<file path="src/rtl/assert_macros.svh">
// Assertion helper macros for the LED twinkle/fade sequencer.
// Included by the RTL files that carry concurrent assertions.
`ifndef ASSERT_MACROS_SVH
`define ASSERT_MACROS_SVH

// ante holds in a cycle -> cons holds in the same cycle
`define LTFS_ASSERT_IMPLIES(label, clk, rst, ante, cons) \
   label: assert property (@(posedge clk) disable iff (rst) (ante) |-> (cons)) \
      else $error("ltfs assertion failed");

// ante holds in a cycle -> cons holds in the next cycle
`define LTFS_ASSERT_NEXT(label, clk, rst, ante, cons) \
   label: assert property (@(posedge clk) disable iff (rst) (ante) |=> (cons)) \
      else $error("ltfs assertion failed");

`endif

</file>
<file path="src/rtl/ltfs_ram.sv">
// Generic single-write, single-read RAM with registered read data.
// No dependencies.
`default_nettype none

module ltfs_ram #(
   parameter int WIDTH = 8,
   parameter int DEPTH = 16
) (
   input  wire logic                                     clock,
   input  wire logic                                     wr_en,
   input  wire logic [$clog2(DEPTH > 1 ? DEPTH : 2)-1:0] wr_addr,
   input  wire logic [WIDTH-1:0]                         wr_data,
   input  wire logic                                     rd_en,
   input  wire logic [$clog2(DEPTH > 1 ? DEPTH : 2)-1:0] rd_addr,
   output      logic [WIDTH-1:0]                         rd_data
);
   logic [WIDTH-1:0] mem_ff [DEPTH];
   logic [WIDTH-1:0] rd_data_ff;

   always_ff @(posedge clock) begin
      if (wr_en) begin
         mem_ff[wr_addr] <= wr_data;
      end
      if (rd_en) begin
         rd_data_ff <= mem_ff[rd_addr];
      end
   end

   assign rd_data = rd_data_ff;
endmodule

`default_nettype wire

</file>
<file path="config.mk">
export PLATFORM = sky130hd
export DESIGN_NAME = ltfs_ram
export DESIGN_NICKNAME = d
export VERILOG_FILES = /design/src/rtl/assert_macros.svh /design/src/rtl/ltfs_ram.sv
export SDC_FILE = /design/constraint.sdc
export NUM_CORES = 1
export LEC_CHECK = 0
export ABC_AREA = 1
export BUFFER_PORTS_ARGS = -buffer_cell sky130_fd_sc_hd__buf_2
export CELL_PAD_IN_SITES_DETAIL_PLACEMENT = 1
export CELL_PAD_IN_SITES_GLOBAL_PLACEMENT = 1
export CORE_UTILIZATION = 45
export DETAILED_ROUTE_END_ITERATION = 8
export GPL_TIMING_DRIVEN = 0
export PLACE_DENSITY_LB_ADDON = 0.1
export SETUP_SLACK_MARGIN = 0.5
export SYNTH_ARGS = -nofsm -noshare
export SYNTH_HDL_FRONTEND = slang
export SYNTH_SLANG_ARGS = --single-unit
</file>
<file path="constraint.sdc">
create_clock -name clock -period 1.2 [get_ports clock]
set_input_delay 0.06 -clock clock [delete_from_list [all_inputs] [get_ports clock]]
set_output_delay 0.06 -clock clock [all_outputs]
set_load 0.02 [all_outputs]
</file>
==> summary.md <==
| Metric | Value |
|---|---|
| Status | completed |
| Critical path class | flip-flop to flip-flop |
| PD cells | 1550 nW/um^2 |
| Post-Syn Nets | 570 |
| CP max FO | 1 |
| Port bufs | 23 |
| Via density | 5.14 |
| Synth area leader | edfxtp_1 |
| Ranking of synthesized cells by area | edfxtp_1, nand2_1, nand3_1, inv_1, buf_6 |
| Post-synth top cells | nand2_1, edfxtp_1, inv_1, nand3_1, nor2_1 |
| Async set or reset register ratio after synthesis | 0% |
| Worst-Margin Slew | 0.510 ns |
| H-tree depth | 4 |
| Worst-Skew Late Latency | 0.43 ns |
| Die area | 13500 um^2 |
| Final setup margin | 0.0755 ns |
| Num CTS Buffers | 17 |
| EDFF count, synth | 136 |
| RSZ-0062 raised after global routing | yes |
| GR Util All Layers | 26.9% |
| DR vias | 4051 |
| Initial DRC count | 286 |
| Synth Instances | 551 |
| Number of max-cap violations | 0 |
| Crit path time final | 1.12 ns |
| Largest net degree at the start of global routing | 17 |
| Crit path from | mem_ff[3][1] |
| Worst R2R Start | mem_ff[3][1] |
| Clk buf depth | 2 |
| Seq/Total Area, Yosys | 69.8% |
| R2r setup slk | 0.08 ns |
| Count leader, synth | nand2_1 |
| Final Core Density | 58.4% |
| CTS tree | yes |
| Final Hold Viols | 0 |
| Remaining DRCs | 0 |
| Worst-path clk slew | 0.06 ns |
| Die X | 116 um |
| Rel. slew slack | 66.0% |
| FF+latch count, synth | 136 |
| Vias in the first global route | 4199 |
| Final setup violation count | 0 |
| Startpoint Class | flip-flop |
| Syn avg cell area | 10.6 um^2 |
| Layout Nets | 623 |
| Post-Syn Area | 5850 um^2 |
| Distinct cells, synth | 11 |
| CTS root buf | clkbuf_16 |
| First-pass GRT wire length | 24.5 mm |
| Peak VDD IR | 1050 uV |
| Worst Hold Class | input port to flip-flop |
| Total gr overflow | 0 |
| Top FF cell, synth | edfxtp_1 |
| Worst slack, placed | -0.287 ns |
| Initial antenna violation count | 0 |
| DRT antenna net count | 0 |
| Final worst-path cycle share | 93.7% |
| LEAKAGE | 3.09 nW |
| Rows | 41 |
| Max Slew Vio Count | 0 |
| Area Overhead vs Synth | 26.1% |
| Top Ports | 27 |
| Routability congestion estimate | 0.790 |
| Fin Clk Skew | 0.00707 ns |
| Pre-antenna DRT Iters | 4 |
| Final HPWL DP | 10.7 mm |
| Yosys top cell area share | 69.8% |
| Routed len/inst | 21.0 um |
| WL final | 16.5 mm |
| Die Ht | 116 um |
| Max frequency | 889 MHz |
| Share of cells above drive strength 1 | 26.6% |
| # diodes | 0 |
| Core area | 12600 um^2 |
| Worst hold start | rd_en |
| WP data required | 1.38 ns |
| Clock Sinks | 136 |
| Initial Util | 46.3% |
| CP endpoint kind | flip-flop |
| Ys Warns | 0 |
| CP arrival | 1.30 ns |
==> kinds of logic after synthesis <==
logic type | count (synthesis) | share of synthesized area [%]
buffers and inverters | 126 | 9.39
flip-flops | 136 | 69.8
AND/OR/NAND/NOR | 289 | 20.8
==> layer usage <==
layer | vias to the layer above | global-route usage (%) | share of wire, %
li1 | 1897 | - | -
met1 | 2011 | 34.9 | 45
met2 | 117 | 43.3 | 47
met3 | 26 | 5.81 | 5.0
met4 | 0 | 12.8 | 3.1
met5 | - | 0 | 0
==> stage by stage <==
step / power (W) / cells / setup TNS [ns] / instance area [um^2] / hold slack, ns
2_1_floorplan: 0.00591 / 551 / 0 / 5980 / 0.159
3_3_place_gp: 0.00623 / 746 / -12.91 / 6310 / 0.424
3_5_place_dp: 0.00626 / 746 / -14.51 / 6310 / 0.434
4_1_cts: 0.0114 / 785 / 0 / 7180 / -0.0109
5_1_grt: 0.0117 / 788 / 0 / 7370 / -0.00108
6_report: 0.0114 / 788 / 0 / 7370 / 0.00192
==> cell usage in the layout (no fill, tap or decap), types with 8 or more instances in the layout <==
master / instances
nand2_1: 151
clkbuf_16: 17
buf_2: 28
inv_1: 97
nand3_1: 60
buf_6: 13
nand3_2: 33
nor2_4: 17
buf_4: 8
edfxtp_1: 136
nand2_2: 18
==> final timing paths <==
check,end,cells after the start
worst min register to register,rd_data[0],6
worst min-delay path,rd_data[7],1
worst max-delay path,rd_data[1],6
worst max register to register,rd_data[1],6
==> power by group <==
group	internal (W)	leakage, nW	total [W]	switching [W]
logic	0.000288	1.58	0.000930	0.000642
clock network	0.00320	0.279	0.00508	0.00187
registers	0.00535	1.24	0.00539	0.0000302
==> state kept, by name (all words and copies together), names as in the netlist <==
signal   cells
mem_ff     128
rd_data      8
==> critical path: stages (launching register included) <==
cell and delay, ns:
edfxtp_1 0.37, nand2_1 0.08, nand2_1 0.09, nand2_2 0.09, nand3_4 0.10, nand3_4 0.11
nand2_2 0.05
==> area by class of cell <==
type	instances	area (um^2)
timing repair buffer	34	322
clock inverter	12	134
clock buffer	19	433
buffer	24	166
sequential	136	4080
fill	1379	5250
tap	172	215
multi-input combinational	289	1630
inverter	102	388
==> repair_timing <==
| item | 4_1_cts | 5_1_grt |
|---|---|---|
| setup endpoints to repair | 80 | 72 |
| pin swaps | 18 | 17 |
| gates resized for setup | 39 | 44 |
| hold endpoints to repair | 8 | 8 |
| buffers inserted | 8 | 3 |
Note: power is estimated with default switching activity, not from simulation.
