$ cat config.mk
export PLATFORM = sky130hd
export DESIGN_NAME = ltfs_div
export DESIGN_NICKNAME = d
export VERILOG_FILES = /design/src/rtl/assert_macros.svh /design/src/rtl/ltfs_div.sv
export SDC_FILE = /design/constraint.sdc
export NUM_CORES = 1
export LEC_CHECK = 0
export BUFFER_PORTS_ARGS = -buffer_cell sky130_fd_sc_hd__buf_4
export CAP_MARGIN = 5
export CORE_MARGIN = 2
export CORE_UTILIZATION = 30
export DETAILED_ROUTE_END_ITERATION = 10
export PLACE_DENSITY = 0.58
export SYNTH_ARGS = -nofsm -noshare
export SYNTH_HDL_FRONTEND = slang
export SYNTH_SLANG_ARGS = --single-unit
$ cat constraint.sdc
create_clock -name clock -period 6.4 [get_ports clock]
set_input_delay 0.64 -clock clock [delete_from_list [all_inputs] [get_ports clock]]
set_output_delay 0.64 -clock clock [all_outputs]
set_load 0.05 [all_outputs]
$ cat src/rtl/assert_macros.svh
// Assertion helper macros for the LED twinkle/fade sequencer.
// Included by the RTL files that carry concurrent assertions.
`ifndef ASSERT_MACROS_SVH
`define ASSERT_MACROS_SVH

// ante holds in a cycle -> cons holds in the same cycle
`define LTFS_ASSERT_IMPLIES(label, clk, rst, ante, cons) \
   label: assert property (@(posedge clk) disable iff (rst) (ante) |-> (cons)) \
      else $error("ltfs assertion failed");

// ante holds in a cycle -> cons holds in the next cycle
`define LTFS_ASSERT_NEXT(label, clk, rst, ante, cons) \
   label: assert property (@(posedge clk) disable iff (rst) (ante) |=> (cons)) \
      else $error("ltfs assertion failed");

`endif

$ cat src/rtl/ltfs_div.sv
// Restoring divider, one quotient bit per cycle, 8-bit quotient.
// Dividend must be below 256 times the divisor. No dependencies.
`default_nettype none

module ltfs_div (
   input  wire logic        clock,
   input  wire logic        reset,
   input  wire logic        start,
   input  wire logic [23:0] dividend,
   input  wire logic [15:0] divisor,
   output      logic [7:0]  quotient,
   output      logic        done
);
   logic        busy_ff, busy_in;
   logic        done_ff, done_in;
   logic [2:0]  step_ff, step_in;
   logic [23:0] rem_ff, rem_in;
   logic [15:0] dvs_ff, dvs_in;
   logic [7:0]  q_ff, q_in;
   logic [23:0] trial;

   always_comb begin
      busy_in = busy_ff;
      done_in = 1'b0;
      step_in = step_ff;
      rem_in  = rem_ff;
      dvs_in  = dvs_ff;
      q_in    = q_ff;
      trial   = {8'd0, dvs_ff} << step_ff;
      if (start) begin
         busy_in = 1'b1;
         step_in = 3'd7;
         rem_in  = dividend;
         dvs_in  = divisor;
         q_in    = 8'd0;
      end else if (busy_ff) begin
         if (rem_ff >= trial) begin
            rem_in        = rem_ff - trial;
            q_in[step_ff] = 1'b1;
         end
         if (step_ff == 3'd0) begin
            busy_in = 1'b0;
            done_in = 1'b1;
         end else begin
            step_in = step_ff - 3'd1;
         end
      end
   end

   always_ff @(posedge clock) begin
      if (reset) begin
         busy_ff <= 1'b0;
         done_ff <= 1'b0;
      end else begin
         busy_ff <= busy_in;
         done_ff <= done_in;
      end
      step_ff <= step_in;
      rem_ff  <= rem_in;
      dvs_ff  <= dvs_in;
      q_ff    <= q_in;
   end

   assign quotient = q_ff;
   assign done     = done_ff;
endmodule

`default_nettype wire

==> results of run 1 <==
[final cells by class]
class | count | area [sq um]
fillers | 1358 | 8610
repair buffers | 51 | 383
inverters | 12 | 45.0
multi-input cells | 333 | 2370
clock buffers | 5 | 125
flip-flops and latches | 53 | 1460
well taps | 176 | 220
clock inverters | 3 | 28.8
[final timing paths]
path	endpoint	cells past startpoint	startpoint	slack, ps
max	rem_ff[2]	10	step_ff[2]	2010
min	quotient[5]	1	quotient[5]	470
max reg2reg	rem_ff[2]	10	step_ff[2]	2010
min reg2reg	quotient[5]	1	quotient[5]	470
[sequential cells by signal, summed over array words and instances, names as in the netlist]
| register | count |
|---|---|
| busy_ff | 1 |
| quotient | 8 |
| done | 1 |
| step_ff | 3 |
| rem_ff | 24 |
| dvs_ff | 16 |
[cell usage after synthesis, types with 8 or more instances]
cell / instances / area share [%]
edfxtp_1: 40 / 30
xnor2_1: 11 / 2.4
o2bb2ai_1: 8 / 1.7
mux2i_1: 17 / 4.2
ha_1: 25 / 7.7
inv_1: 10 / 0.92
a21oi_1: 33 / 4.1
dfxtp_1: 13 / 6.4
nand4_1: 12 / 1.8
o21ai_0: 30 / 3.7
nand2_1: 59 / 5.4
nor3_1: 14 / 1.7
clkbuf_1: 12 / 1.1
nand3_1: 13 / 1.6
nor2_1: 20 / 1.8
[routing by layer]
layer | up-vias | GRT usage [%]
met2 | 89 | 20.8
met3 | 19 | 2.22
met5 | - | 0
met1 | 1543 | 21.0
li1 | 1677 | -
met4 | 0 | 5.01
[where the power goes]
part / internal, mW / switching [mW] / total (mW)
combinational: 0.379 / 0.589 / 0.968
sequential: 0.476 / 0.0533 / 0.530
clock: 0.151 / 0.138 / 0.289
total: 1.01 / 0.781 / 1.79
[worst reg2reg max path, stage by stage, from the launching register on]
cell	delay [ps]
dfxtp_1	770
clkinv_1	690
nor3_1	330
a21oi_1	110
ha_1	430
nand4_1	180
nor3_1	280
o21ai_1	180
nand2_1	120
o21ai_0	140
a31oi_4	760
[cells in the final DEF (no fill, tap or decap), types with 3 or more instances in the layout]
master	count
nand4_1	12
mux4_2	7
inv_1	10
xnor2_1	11
o211ai_1	7
o21bai_1	7
xor2_1	3
nand3_1	13
nor3_1	14
buf_4	51
o21a_1	7
o31ai_1	5
dfxtp_1	13
clkbuf_16	5
a211oi_1	3
o21ai_2	3
nor4b_1	3
nor2b_1	4
nand2_1	59
o21ai_0	30
nor2_1	20
edfxtp_1	40
o2bb2ai_1	8
a21oi_1	33
mux2_2	4
o2111ai_1	3
mux2i_1	17
ha_1	25
[kinds of logic (layout without fill, tap and decap cells)]
family          Yosys count  after routing  synth area share, %
xor+xnor                 14             14                 3.02
fa+ha+maj                26             26                 8.19
compound gates          124            124                 20.8
buf+inv                  39             71                 6.03
flops                    53             53                 35.9
simple gates            141            141                 16.8
mux                      28             28                 9.17
==> impl_metrics.tcl, run 1 <==
set metrics [dict create \
    status "finished clean" \
    cp.required_ps 6320 \
    slowest_stage "dfxtp_1" \
    synth.yosys.warnings 0 \
    dieArea_sq_um 14500 \
    io_buffers 51 \
    finalCritPeriodShare_pct 68.6 \
    slew-limit-headroom_pct 34.3 \
    drv_slew 0 \
    power_density_nw_per_um2 385 \
    rsz0062_at_grt "false" \
    tns_ps 0 \
    syn_area_sq_um 4070 \
    cts_buffers 5 \
    place_inst 625 \
    holdCritPathClass "flop to flop" \
    wl_met3_um 489 \
    path_class "flop to flop" \
    m1WireLength_um 4980 \
    nNetsFinal 525 \
    crit_buf_inv 1 \
    htree_levels 2 \
    vias_per_cell 5.26 \
    cts_root_buf "clkbuf_16" \
    top_layer_used "met4" \
    die_h_um 120 \
    vias 3328 \
    leakagePower_nw 1.76 \
    finalWorstSetupSlack_ps 2010 \
    path_cells "clkinv_1, nor3_1, a21oi_1, ha_1, nand4_1, nor3_1, o21ai_1, nand2_1, o21ai_0, a31oi_4" \
    clock_skew_ps 10.5 \
    avgSynthCellArea_sq_um 9.57 \
    finalPower_mw 1.79 \
    holdWs_ps 473 \
    setup.worst_path.end_class "flop" \
    ys_seq_area_share_pct 35.9 \
    synth-seq-cells 53 \
    synth-edff-count 40 \
    areaGrowthSynthToFinish_pct 14.1 \
    cts.sink_count 53 \
    dp_hpwl_um 7850 \
    grt_max_degree 66 \
    cts_tree "built" \
    clkSlewWorstSetupHoldPaths_ps 70 \
    clk_latency_ps 300 \
    setup_viol 0 \
    wire_per_inst_um 15.9 \
    initial_core_util_pct 30.7 \
    post_cts_resized 0 \
    critPathLaunchType "flop" \
    cp_top_family "compound AO/OA/AOI/OAI gates" \
    finish.utilization_pct 35.0 \
    cpPeakStageDelay_ps 770 \
    critPathArrivalTime_ps 4320 \
    syn_nets 494 \
    synth_ff_type "edfxtp_1" \
    core_sq_um 13200 \
    n_antenna_cell 0 \
    place_ws_ps 2060 \
    gp_congestion 0.953 \
    postLayoutCellArea_sq_um 4640 \
    postCtsSetupRepairBufs 0 \
    critPathMaxFanout 24 \
    hold_viol_final 0 \
    grt.total_usage_pct 14.2 \
    die_x_um 120 \
    cts_hold_buf 0 \
    vdd_drop_max_uv 116 \
    ys_types 62 \
    io_pins 52 \
    postRouteAntennaNets 0 \
    grt_pass1_vias 3193 \
    max_freq_mhz 228 \
    grt_pass1_wl_um 16400 \
    drive_above_1_share_pct 18.2 \
    drtPass1Iterations 4 \
    crit_top_cell "nor3_1" \
    finalCriticalPeriod_ps 4390 \
    grt-ovfl-total 0 \
    wirelength_um 10100 \
    synthCells 425 \
    placed_area_sq_um 4480 \
    max_cap_viol_count 0 \
    dr.first_iter.drc_count 170 \
    drc 0 \
    synth-async-reset-ratio_pct 0 \
    worst_pin_slew_ps 984 \
    fin_cells 633 \
    rows 42 \
    clock_path_buffers 2 \
    antenna_found_initial 0 \
    dr_wl_met2_um 4350 \
]
(Power assumes the default switching activity.)
==> run 2: changes to the inputs <==
- PLACE_DENSITY: 0.58 -> 0.6
- clock period: 6.4 -> 3.7 ns (I/O delays scaled with it)
==> impl_metrics.tcl, run 2 (synthesis results as in run 1) <==
set metrics [dict create \
    wirelength_um 10500 \
    areaGrowthSynthToFinish_pct 16.6 \
    pwr-share-seq_pct 29.0 \
    crit_buf_inv 1 \
    holdWs_ps 233 \
    r2r-end "rem_ff[0]" \
    n_antenna_cell 0 \
    vias 3413 \
    path_class "flop to flop" \
    drc 0 \
    htree_levels 2 \
    antenna_found_initial 0 \
    cp_top_family "compound AO/OA/AOI/OAI gates" \
    grt-ovfl-total 0 \
    grt.total_usage_pct 14.6 \
    leakagePower_nw 1.83 \
    cts.sink_count 53 \
    clock_skew_ps 10.7 \
    power.internal_mw 1.77 \
    die_x_um 120 \
    clkSlewWorstSetupHoldPaths_ps 70 \
    seq_area_sq_um 1460 \
    grt_max_degree 34 \
    core_sq_um 13200 \
    postRouteAntennaNets 0 \
    grt_pass1_wl_um 16800 \
    cts_buffers 5 \
    max_freq_mhz 291 \
    rrSetupSlack_ps 260 \
    finish.utilization_pct 35.8 \
    hold_viol_final 0 \
    combPwrFrac_pct 55.5 \
    path_cells "mux4_2, mux2i_1, ha_1, a21oi_1, o21ai_0, o21ai_1, nand2_1, o21ai_0, a31oi_2, buf_12" \
    worst_pin_slew_ps 690 \
    finalCritPeriodShare_pct 93.0 \
    slew-limit-headroom_pct 53.9 \
    initial_core_util_pct 30.7 \
    largest_reg_flops 24 \
    crit_top_cell "o21ai_0" \
    rows 42 \
    drive_above_1_share_pct 20.9 \
    gr-usage-met2_pct 23.8 \
    rsz0062_at_grt "false" \
    dieArea_sq_um 14500 \
    power_density_nw_per_um2 663 \
    dr.first_iter.drc_count 148 \
    p_sw_mw 1.37 \
    vias_per_cell 5.28 \
    critPathArrivalTime_ps 3490 \
    final_cell_mix "buf_4 (63), nand2_1 (59), edfxtp_1 (40)" \
    drtPass1Iterations 5 \
    slowest_stage "mux4_2" \
    critPathLaunchType "flop" \
    met3_usage_pct 1.84 \
    gp_congestion 0.925 \
    clk_latency_ps 300 \
    grt_pass1_vias 3346 \
    cp.required_ps 3750 \
    place_ws_ps 112 \
    max_cap_viol_count 0 \
    tns_ps 0 \
    setup_viol 0 \
    worstSetupEndpoint "rem_ff[0]" \
    postCtsSetupRepairBufs 0 \
    cts_hold_buf 0 \
    post_cts_resized 0 \
    cts_tree "built" \
    io_pins 52 \
    critPathMaxFanout 24 \
    multi_input_area_sq_um 2360 \
    finalCriticalPeriod_ps 3440 \
    startpoint "step_ff[0]" \
    cts_root_buf "clkbuf_16" \
    finalWorstSetupSlack_ps 261 \
    dp_hpwl_um 8410 \
    reg2reg_from "step_ff[0]" \
    status "finished clean" \
    grt_busiest_layer "met2" \
    largest_register "rem_ff" \
    setup.worst_path.end_class "flop" \
    drv_slew 0 \
    use_met1_pct 20.0 \
    sw_frac_of_total_pct 43.5 \
    worstSetupPathDepth 10 \
    layout_commonest_cell "buf_4" \
    fillers 1372 \
    worstRegToRegCells 10 \
    io_buffers 51 \
    die_h_um 120 \
    nNetsFinal 538 \
    wire_per_inst_um 16.3 \
    cpPeakStageDelay_ps 580 \
    vdd_drop_max_uv 237 \
    holdCritPathClass "input port to flop" \
    clkPwrFrac_pct 15.5 \
    clock_path_buffers 2 \
]
run 2: cell types whose count changed in the layout (fill, tap and decap cells not counted), sizes merged:
cell / before / now
buf: 51 / 64
clkinv: 1 / 3
inv: 14 / 12
run 2: stage by stage:
step | power (mW) | instances | instance area, sq um
2_1_floorplan | 2.32 | 425 | 4070
6_report | 3.14 | 646 | 4740
3_3_place_gp | 2.64 | 638 | 4580
4_1_cts | 3.14 | 646 | 4740
5_1_grt | 3.39 | 646 | 4740
3_5_place_dp | 2.64 | 638 | 4580
run 2: power by group through the flow:
stage | Clock, mW | Combinational, mW | Sequential, mW
final | 0.487 | 1.74 | 0.911
after global routing | 0.525 | 1.94 | 0.922
after CTS | 0.504 | 1.73 | 0.912
after detailed placement | 0 | 1.72 | 0.925
after global placement | 0 | 1.72 | 0.920
after floorplan | 0 | 1.43 | 0.889
run 2: how the worst min path moves through the flow:
stage / from / to / cells past startpoint
3_5_place_dp: quotient[7] / quotient[7] / 1
2_1_floorplan: reset / busy_ff / 1
5_1_grt: reset / busy_ff / 2
3_3_place_gp: quotient[5] / quotient[5] / 1
4_1_cts: reset / busy_ff / 2
6_report: reset / busy_ff / 2
run 2: layout make-up:
type	instances	share of cell area (%)
Timing Repair Buffer	64	10.4
Multi-Input combinational cell	333	49.9
Sequential cell	53	30.9
Tap cell	176	4.65
Clock buffer	5	2.64
Clock inverter	3	0.555
Inverter	12	0.951
run 2: worst reg2reg max path, stage by stage (launching register included):
cell and delay [ps]:
dfxtp_2 520, mux4_2 580, mux2i_1 270, ha_1 300, a21oi_1 270, o21ai_0 190, o21ai_1 330, nand2_1 140
o21ai_0 230, a31oi_2 140, buf_12 200
run 2: per-layer routing:
metal | share of wire [%] | wire [um]
met2 | 46 | 4840
met5 | 0 | 0
met1 | 47 | 4950
met4 | 2.4 | 255
met3 | 4.7 | 495
